### src/rtl/dsched_pkg.sv
`default_nettype none

package dsched_pkg;

    localparam int QUEUE_DEPTH_DEF = 64;
    localparam int CYLINDERS = 512;
    localparam int HEADS = 4;
    localparam int SECTORS = 16;

    localparam int CYL_W = 9;
    localparam int HEAD_W = 2;
    localparam int SEC_W = 4;
    localparam int SEEK_W = 4;
    localparam int COST_W = 12;
    localparam int SVC_W = 14;
    localparam int PEND_W = 7;
    localparam int PROD_W = CYL_W + SEEK_W;

    localparam logic [CYL_W-1:0] CYL_MAX = CYL_W'(CYLINDERS - 1);
    localparam logic [HEAD_W-1:0] HEAD_MAX = HEAD_W'(HEADS - 1);
    localparam logic [SEC_W-1:0] SEC_MAX = SEC_W'(SECTORS - 1);
    localparam logic [SVC_W-1:0] SERVICE_MAX = SVC_W'(16383);

    localparam logic [1:0] ST_ENQUEUED = 2'd0;
    localparam logic [1:0] ST_DISPATCHED = 2'd1;
    localparam logic [1:0] ST_FULL = 2'd2;
    localparam logic [1:0] ST_EMPTY = 2'd3;

    localparam logic CMD_ENQUEUE = 1'b0;
    localparam logic CMD_DISPATCH = 1'b1;

    localparam logic [1:0] REG_POLICY = 2'd0;
    localparam logic [1:0] REG_SEEK_COST = 2'd1;
    localparam logic [1:0] REG_READ_COST = 2'd2;
    localparam logic [1:0] REG_WRITE_COST = 2'd3;

    localparam logic POLICY_FIFO = 1'b0;
    localparam logic POLICY_SSTF = 1'b1;

    typedef struct packed {
        logic              cmd;
        logic [CYL_W-1:0]  cylinder;
        logic [HEAD_W-1:0] head;
        logic [SEC_W-1:0]  sector;
        logic              is_write;
    } in_t;

    typedef struct packed {
        logic [1:0]        status;
        logic [CYL_W-1:0]  out_cylinder;
        logic [HEAD_W-1:0] out_head;
        logic [SEC_W-1:0]  out_sector;
        logic              out_write;
        logic [SVC_W-1:0]  service_time;
        logic [PEND_W-1:0] pending;
    } out_t;

    typedef struct packed {
        logic [CYL_W-1:0]  cyl;
        logic [HEAD_W-1:0] hd;
        logic [SEC_W-1:0]  sec;
        logic              wr;
    } entry_t;

    typedef struct packed {
        logic              start;
        logic [CYL_W-1:0]  span;
        logic [SEEK_W-1:0] seek_cost;
        logic [COST_W-1:0] cost;
    } svc_req_t;

endpackage

`default_nettype wire

### src/rtl/disk_request_scheduler_sstf.sv
// channel  | signals                     | moves
// ---------+-----------------------------+---------------------------------
// in       | in_valid, in_stall, in_data | enqueue or dispatch request
// out      | out_valid, out_stall, out_data | one result per request
// cfg      | cfg_we, cfg_index, cfg_data | policy and cost registers
//
// enqueue, rejection and empty dispatch results pass through res_reg to the output register.
// a dispatch scans the waiting entries (only the oldest in arrival order), closes the gap,
// then waits for the service time; scan and close-up each make one table read per cycle.
// reset clears count, puts the head at cylinder 1 and loads default policy and costs; the table is not cleared.
// a new request is taken while a result waits on a stalled output; its own result
// then holds in_stall high until the output register frees.
`default_nettype none

module disk_request_scheduler_sstf #(
    parameter int QUEUE_DEPTH = dsched_pkg::QUEUE_DEPTH_DEF
) (
    input  wire logic                        clk,
    input  wire logic                        rst_n,
    input  wire logic                        in_valid,
    output logic                             in_stall,
    input  wire dsched_pkg::in_t             in_data,
    output logic                             out_valid,
    input  wire logic                        out_stall,
    output dsched_pkg::out_t                 out_data,
    input  wire logic                        cfg_we,
    input  wire logic [1:0]                  cfg_index,
    input  wire logic [dsched_pkg::COST_W-1:0] cfg_data
);
    import dsched_pkg::*;

    localparam int AW = (QUEUE_DEPTH > 1) ? $clog2(QUEUE_DEPTH) : 1;
    localparam int CW = $clog2(QUEUE_DEPTH + 1);

    localparam logic [2:0] S_IDLE  = 3'd0;
    localparam logic [2:0] S_SCAN  = 3'd1;
    localparam logic [2:0] S_SHIFT = 3'd2;
    localparam logic [2:0] S_CALC  = 3'd3;
    localparam logic [2:0] S_DONE  = 3'd4;

    entry_t mem [QUEUE_DEPTH];
    entry_t rd_data;

    logic [2:0]        state_reg, state_next;
    logic [CW-1:0]     count_reg, count_next;
    logic [CYL_W-1:0]  head_reg, head_next;
    logic              policy_reg;
    logic [SEEK_W-1:0] seek_reg;
    logic [COST_W-1:0] rcost_reg;
    logic [COST_W-1:0] wcost_reg;
    logic              out_valid_reg, out_valid_next;
    out_t              out_reg, out_next;
    out_t              res_reg, res_next;

    logic [AW-1:0]     last_reg, last_next;
    logic [CW-1:0]     sc_issue_reg, sc_issue_next;
    logic              cmp_valid_reg, cmp_valid_next;
    logic [AW-1:0]     cmp_idx_reg, cmp_idx_next;
    logic [CYL_W-1:0]  best_reg, best_next;
    logic [AW-1:0]     pick_reg, pick_next;
    entry_t            chosen_reg, chosen_next;
    logic [CW-1:0]     sh_src_reg, sh_src_next;
    logic              wr_pend_reg, wr_pend_next;
    logic [AW-1:0]     wr_addr_reg, wr_addr_next;

    logic              rd_en;
    logic [AW-1:0]     rd_addr;
    logic              enq_we;
    entry_t            enq_entry;
    logic [CYL_W-1:0]  seek_dist;
    logic              take;
    logic [AW-1:0]     pick_sel;
    logic              in_acc;

    svc_req_t          svc_req;
    logic              svc_done;
    logic [SVC_W-1:0]  svc_value;

    dsched_svc u_svc (
        .clk     (clk),
        .rst_n   (rst_n),
        .req     (svc_req),
        .done    (svc_done),
        .service (svc_value)
    );

    assign in_stall  = (state_reg != S_IDLE);
    assign in_acc    = in_valid && !in_stall;
    assign out_valid = out_valid_reg;
    assign out_data  = out_reg;

    always_comb
    begin
        enq_entry.cyl = (in_data.cylinder > CYL_MAX) ? CYL_MAX : in_data.cylinder;
        enq_entry.hd  = (in_data.head > HEAD_MAX) ? HEAD_MAX : in_data.head;
        enq_entry.sec = (in_data.sector > SEC_MAX) ? SEC_MAX : in_data.sector;
        enq_entry.wr  = in_data.is_write;
    end

    assign seek_dist = (head_reg > rd_data.cyl) ? (head_reg - rd_data.cyl)
                                                : (rd_data.cyl - head_reg);
    assign take = (cmp_idx_reg == '0) || (seek_dist < best_reg);
    assign pick_sel = take ? cmp_idx_reg : pick_reg;

    always_comb
    begin
        state_next     = state_reg;
        count_next     = count_reg;
        head_next      = head_reg;
        out_valid_next = out_valid_reg && out_stall;
        out_next       = out_reg;
        res_next       = res_reg;
        last_next      = last_reg;
        sc_issue_next  = sc_issue_reg;
        cmp_valid_next = 1'b0;
        cmp_idx_next   = cmp_idx_reg;
        best_next      = best_reg;
        pick_next      = pick_reg;
        chosen_next    = chosen_reg;
        sh_src_next    = sh_src_reg;
        wr_pend_next   = 1'b0;
        wr_addr_next   = wr_addr_reg;
        rd_en          = 1'b0;
        rd_addr        = '0;
        enq_we         = 1'b0;
        svc_req.start     = 1'b0;
        svc_req.span      = best_reg;
        svc_req.seek_cost = seek_reg;
        svc_req.cost      = chosen_reg.wr ? wcost_reg : rcost_reg;

        unique case (state_reg)
            S_IDLE:
            begin
                if (in_acc)
                begin
                    res_next = '0;
                    if (in_data.cmd == CMD_ENQUEUE)
                    begin
                        if (count_reg >= CW'(QUEUE_DEPTH))
                        begin
                            res_next.status  = ST_FULL;
                            res_next.pending = PEND_W'(count_reg);
                        end
                        else
                        begin
                            enq_we           = 1'b1;
                            count_next       = count_reg + CW'(1);
                            res_next.status  = ST_ENQUEUED;
                            res_next.pending = PEND_W'(count_reg + CW'(1));
                        end
                        state_next = S_DONE;
                    end
                    else if (count_reg == '0)
                    begin
                        res_next.status  = ST_EMPTY;
                        res_next.pending = '0;
                        state_next       = S_DONE;
                    end
                    else
                    begin
                        last_next     = (policy_reg == POLICY_SSTF) ? AW'(count_reg - CW'(1))
                                                                    : '0;
                        sc_issue_next = '0;
                        state_next    = S_SCAN;
                    end
                end
            end
            S_SCAN:
            begin
                // one read per cycle, compare in the cycle after its read
                if (sc_issue_reg <= CW'(last_reg))
                begin
                    rd_en          = 1'b1;
                    rd_addr        = sc_issue_reg[AW-1:0];
                    cmp_valid_next = 1'b1;
                    cmp_idx_next   = sc_issue_reg[AW-1:0];
                    sc_issue_next  = sc_issue_reg + CW'(1);
                end
                if (cmp_valid_reg)
                begin
                    if (take)
                    begin
                        best_next   = seek_dist;
                        pick_next   = cmp_idx_reg;
                        chosen_next = rd_data;
                    end
                    if (cmp_idx_reg == last_reg)
                    begin
                        sh_src_next = CW'(pick_sel) + CW'(1);
                        state_next  = S_SHIFT;
                    end
                end
            end
            S_SHIFT:
            begin
                // close the gap: read entry i+1, write it to i next cycle
                if (sh_src_reg < count_reg)
                begin
                    rd_en        = 1'b1;
                    rd_addr      = sh_src_reg[AW-1:0];
                    wr_pend_next = 1'b1;
                    wr_addr_next = AW'(sh_src_reg - CW'(1));
                    sh_src_next  = sh_src_reg + CW'(1);
                end
                else
                begin
                    svc_req.start         = 1'b1;
                    count_next            = count_reg - CW'(1);
                    head_next             = chosen_reg.cyl;
                    res_next.status       = ST_DISPATCHED;
                    res_next.out_cylinder = chosen_reg.cyl;
                    res_next.out_head     = chosen_reg.hd;
                    res_next.out_sector   = chosen_reg.sec;
                    res_next.out_write    = chosen_reg.wr;
                    res_next.pending      = PEND_W'(count_reg - CW'(1));
                    state_next            = S_CALC;
                end
            end
            S_CALC:
            begin
                if (svc_done)
                begin
                    res_next.service_time = svc_value;
                    state_next            = S_DONE;
                end
            end
            S_DONE:
            begin
                if (!out_valid_reg || !out_stall)
                begin
                    out_next       = res_reg;
                    out_valid_next = 1'b1;
                    state_next     = S_IDLE;
                end
            end
            default:
            begin
                state_next = S_IDLE;
            end
        endcase
    end

    // request table, one write and one registered read per cycle
    always_ff @(posedge clk)
    begin
        if (wr_pend_reg)
        begin
            mem[wr_addr_reg] <= rd_data;
        end
        else if (enq_we)
        begin
            mem[count_reg[AW-1:0]] <= enq_entry;
        end
        if (rd_en)
        begin
            rd_data <= mem[rd_addr];
        end
    end

    always_ff @(posedge clk or negedge rst_n)
    begin
        if (!rst_n)
        begin
            state_reg     <= S_IDLE;
            count_reg     <= '0;
            head_reg      <= CYL_W'(1);
            policy_reg    <= POLICY_SSTF;
            seek_reg      <= SEEK_W'(1);
            rcost_reg     <= COST_W'(120);
            wcost_reg     <= COST_W'(240);
            out_valid_reg <= 1'b0;
            cmp_valid_reg <= 1'b0;
            wr_pend_reg   <= 1'b0;
        end
        else
        begin
            state_reg     <= state_next;
            count_reg     <= count_next;
            head_reg      <= head_next;
            out_valid_reg <= out_valid_next;
            cmp_valid_reg <= cmp_valid_next;
            wr_pend_reg   <= wr_pend_next;
            if (cfg_we)
            begin
                unique case (cfg_index)
                    REG_POLICY:     policy_reg <= cfg_data[0];
                    REG_SEEK_COST:  seek_reg   <= cfg_data[SEEK_W-1:0];
                    REG_READ_COST:  rcost_reg  <= cfg_data;
                    REG_WRITE_COST: wcost_reg  <= cfg_data;
                    default:        policy_reg <= policy_reg;
                endcase
            end
        end
    end

    always_ff @(posedge clk)
    begin
        out_reg      <= out_next;
        res_reg      <= res_next;
        last_reg     <= last_next;
        sc_issue_reg <= sc_issue_next;
        cmp_idx_reg  <= cmp_idx_next;
        best_reg     <= best_next;
        pick_reg     <= pick_next;
        chosen_reg   <= chosen_next;
        sh_src_reg   <= sh_src_next;
        wr_addr_reg  <= wr_addr_next;
    end

    a_count_bound: assert property (@(posedge clk) disable iff (!rst_n)
        count_reg <= CW'(QUEUE_DEPTH))
        else $error("entry count beyond table depth");

    a_scan_nonempty: assert property (@(posedge clk) disable iff (!rst_n)
        (state_reg == S_SCAN) |-> (count_reg != '0))
        else $error("scan with empty table");

    a_shift_write_range: assert property (@(posedge clk) disable iff (!rst_n)
        wr_pend_reg |-> (CW'(wr_addr_reg) + CW'(1) < count_reg + CW'(1)))
        else $error("close-up write outside pending entries");

    a_svc_in_calc: assert property (@(posedge clk) disable iff (!rst_n)
        svc_done |-> (state_reg == S_CALC))
        else $error("service time ready outside calc");

    a_dispatch_drops_count: assert property (@(posedge clk) disable iff (!rst_n)
        (state_reg == S_SHIFT && state_next == S_CALC) |=>
            (count_reg == $past(count_reg) - CW'(1)))
        else $error("dispatch did not remove an entry");

endmodule

`default_nettype wire

### src/rtl/dsched_svc.sv
`default_nettype none

module dsched_svc (
    input  wire logic                      clk,
    input  wire logic                      rst_n,
    input  wire dsched_pkg::svc_req_t      req,
    output logic                           done,
    output logic [dsched_pkg::SVC_W-1:0]   service
);
    import dsched_pkg::*;

    logic              v1_reg;
    logic [PROD_W-1:0] prod_reg;
    logic [COST_W-1:0] cost_reg;
    logic              done_reg;
    logic [SVC_W-1:0]  service_reg;
    logic [SVC_W:0]    sum;

    // seek product first, then read or write cost and saturation
    always_ff @(posedge clk or negedge rst_n)
    begin
        if (!rst_n)
        begin
            v1_reg   <= 1'b0;
            done_reg <= 1'b0;
        end
        else
        begin
            v1_reg   <= req.start;
            done_reg <= v1_reg;
        end
    end

    always_ff @(posedge clk)
    begin
        prod_reg    <= PROD_W'(req.span) * PROD_W'(req.seek_cost);
        cost_reg    <= req.cost;
        service_reg <= (sum > (SVC_W+1)'(SERVICE_MAX)) ? SERVICE_MAX : sum[SVC_W-1:0];
    end

    assign sum     = (SVC_W+1)'(prod_reg) + (SVC_W+1)'(cost_reg);
    assign done    = done_reg;
    assign service = service_reg;

endmodule

`default_nettype wire

### config.mk
export PLATFORM = sky130hd
export DESIGN_NAME = disk_request_scheduler_sstf
export DESIGN_NICKNAME = d
export VERILOG_FILES = /design/src/rtl/dsched_pkg.sv /design/src/rtl/disk_request_scheduler_sstf.sv /design/src/rtl/dsched_svc.sv
export SDC_FILE = /design/constraint.sdc
export NUM_CORES = 1
export LEC_CHECK = 0
export BUFFER_PORTS_ARGS = -buffer_cell sky130_fd_sc_hd__buf_4
export CAP_MARGIN = 10
export CORE_MARGIN = 2
export CORE_UTILIZATION = 50
export CTS_CLUSTER_SIZE = 14
export DETAILED_ROUTE_END_ITERATION = 6
export GPL_ROUTABILITY_DRIVEN = 0
export PLACE_DENSITY = 0.63
export SLEW_MARGIN = 5
export SYNTH_ARGS = -nofsm -noshare
export SYNTH_HDL_FRONTEND = slang
export SYNTH_HIERARCHICAL = 1
export SYNTH_SLANG_ARGS = --single-unit
### constraint.sdc
create_clock -name clk -period 8.9 [get_ports clk]
set_clock_uncertainty 0.15 [all_clocks]
set_input_delay 0.89 -clock clk [delete_from_list [all_inputs] [get_ports clk]]
set_output_delay 0.89 -clock clk [all_outputs]
set_load 0.005 [all_outputs]
==> results.sh <==
export IMPL_cts_sinks=1273
export IMPL_vias=34300
export IMPL_dpl_cell_count=5320
export IMPL_ys_flop_type="edfxtp_1"
export IMPL_start_util_pct=50.4
export IMPL_powerDensity_nw_per_um2=360
export IMPL_coreArea_um2=105000
export IMPL_ys_seq_area_share_pct=70.8
export IMPL_synth_adder_area_share_pct=2.32
export IMPL_antenna_found_initial=4
export IMPL_cts_repair_resized=0
export IMPL_period_needed_ns=6.09
export IMPL_met3_usage_pct=5.83
export IMPL_ys_async_sr_fraction_pct=4.16
export IMPL_synth_avg_cell_area_um2=13.4
export IMPL_die_h_um=330
export IMPL_drive_gt1_share_pct=12.6
export IMPL_synth_cell_types=81
export IMPL_cp_max_fo=61
export IMPL_synth_top_family_by_area="simple AND/OR/NAND/NOR gates"
export IMPL_wl_per_cell_um=26.6
export IMPL_setup_viol=0
export IMPL_crit_arrival_ns=6.57
export IMPL_grt_usage_pct=27.2
export IMPL_syn_inst=3967
export IMPL_max_freq_mhz=164
export IMPL_power_leakage_nw=21.0
export IMPL_synthesis_nets=4091
export IMPL_route_detailed_drc=0
export IMPL_hp_class="in2async"
export IMPL_dp_hpwl_um=88300
export IMPL_first_pass_iters=6
export IMPL_cts_buffers=136
export IMPL_clk_pin_slew_worst_paths_ns=0.06
export IMPL_synth_area_mux_share_pct=1.98
export IMPL_grt_ovfl_total=0
export IMPL_ant_nets=0
export IMPL_grt_pass1_wl_um=216000
export IMPL_largest_register_ffs=1024
export IMPL_num_io_pins=77
export IMPL_synth_xor_xnor_area_share_pct=0.858
export IMPL_finalCritPeriodShare_pct=68.5
export IMPL_final_common_cell="edfxtp_1"
export IMPL_drv_cap=0
export IMPL_critPathLaunchType="flip-flop"
export IMPL_finalNonFillerCells=5567
export IMPL_synth_area_um2=53100
export IMPL_hold_viol=0
export IMPL_busiest_layer="met2"
export IMPL_ir_worst_vdd_mv=0.325
export IMPL_dieArea_um2=109000
export IMPL_die_x_um=330
export IMPL_crit_required_ns=9.38
export IMPL_htree_levels=4
export IMPL_cts_tree="built"
export IMPL_drt_iter0_drc=3880
export IMPL_synth_compound_area_share_pct=8.88
export IMPL_grtUsageMet2_pct=41.8
export IMPL_cts_root_buf="clkbuf_16"
export IMPL_synth_edf_count=1181
export IMPL_wl_um=148000
export IMPL_status="finished clean"
export IMPL_clk_insertion_delay_late_ns=0.76
export IMPL_holdBufCountCts=0
export IMPL_portBuffers=76
export IMPL_ys_warn_count=6
export IMPL_synth_simple_area_share_pct=12.5
export IMPL_placementRows=119
export IMPL_cts_max_path_buffers=3
export IMPL_tightestPinTransition_ns=1.22
export IMPL_layout_common_cells="edfxtp_1 (1181), nand2_1 (718), and3_1 (224)"
export IMPL_crit_type="reg2reg"
export IMPL_rsz0062_at_grt="false"
export IMPL_met1_usage_pct=37.5
export IMPL_post_cts_buffers=0
export IMPL_maxSlewHeadroom_pct=18.1
export IMPL_grt_max_degree=141
export IMPL_end_kind="flip-flop"
export IMPL_drv_slew=0
export IMPL_ys_ff_latch=1273
export IMPL_area_delta_synth_final_pct=12.9
export IMPL_rrSetupSlack_ns=2.81
export IMPL_fin_setup_tns_ns=0
export IMPL_vias_per_cell=6.16
export IMPL_grt_pass1_vias=32500
export IMPL_fin_nets=4192
## critical path, stage by stage (launching register included)
cell and delay (ns):
dfrtp_1 0.44, clkinv_1 0.28, ha_1 0.39, a211oi_1 0.21, nor2_1 0.08, a211oi_2 0.61
nand3_4 0.58, nand2_4 0.82, buf_4 0.42, buf_4 0.39, nand2_1 0.10, nand3_1 0.10
a21oi_1 0.09, nor3_1 0.89, and4_1 0.31
## final cells by class
class	instances	area, um2
Clock buffer	165	3530
Fill cell	8480	45400
Inverter	94	353
Clock inverter	78	684
Sequential cell	1273	37600
Timing Repair Buffer	213	1680
Antenna cell	3	7.51
Multi-Input combinational cell	2350	14300
Tap cell	1391	1740
## synthesized netlist by cell type, types with 33 or more instances
master,number,area [um2]
clkbuf_1,150,563
and3_1,224,1400
nor2_1,129,484
a31oi_1,104,651
a21oi_1,71,355
xnor2_1,34,298
nand2_1,721,2710
and2_1,35,219
ha_1,71,888
nand3_1,203,1020
dfrtp_1,42,1050
edfxtp_1,1181,35500
o21ai_0,92,460
nor3_1,41,205
mux2i_1,33,330
mux2_2,62,698
a311oi_1,75,657
a211oi_1,197,1480
inv_1,93,349
dfxtp_1,39,781
buf_2,66,330
## stage by stage
stage / worst slack, ns / total power, W / hold WS [ns] / instance area, um2 / utilization (%)
floorplan: 3.45 / 0.0132 / 0.181 / 53100 / -
global placement: 3.09 / 0.0161 / 0.182 / 55600 / 52.9
detailed placement: 3.02 / 0.0162 / 0.189 / 55700 / 52.9
CTS: 3.00 / 0.0216 / 0.0741 / 59900 / 56.9
global route: 2.51 / 0.0225 / 0.102 / 59900 / 56.9
finish: 2.81 / 0.0216 / 0.0554 / 59900 / 56.9
## cell families after synthesis
family,after synthesis
simple gates,1437
xor+xnor,52
compound gates,676
buf+inv,344
fa+ha+maj,88
mux,97
flops,1273
## final timing paths
path / from / end / cells past startpoint
hold reg to reg: u_svc/v1_reg$_DFF_PN0_ / u_svc/done$_DFF_PN0_ / 0
hold / removal: rst_n / count_reg[6]$_DFFE_PN0P_ / 1
max in group asynchronous: rst_n / wcost_reg[11]$_DFFE_PN0P_ / 1
setup / recovery: count_reg[4]$_DFFE_PN0P_ / rd_data[10]$_DFFE_PP_ / 14
setup reg to reg: count_reg[4]$_DFFE_PN0P_ / rd_data[10]$_DFFE_PP_ / 14
min in group clk: u_svc/v1_reg$_DFF_PN0_ / u_svc/done$_DFF_PN0_ / 0
## power by group
group / switching [W] / internal, W
clock: 0.00235 / 0.00305
combinational: 0.00546 / 0.00226
sequential: 0.000355 / 0.00810
## layer usage
metal | wire (um) | vias up
met3 | 14400 | 321
li1 | - | 15200
met1 | 59500 | 17200
met5 | 27 | -
met4 | 6840 | 4
met2 | 67600 | 1632
Note: power is estimated with default switching activity, not from simulation.
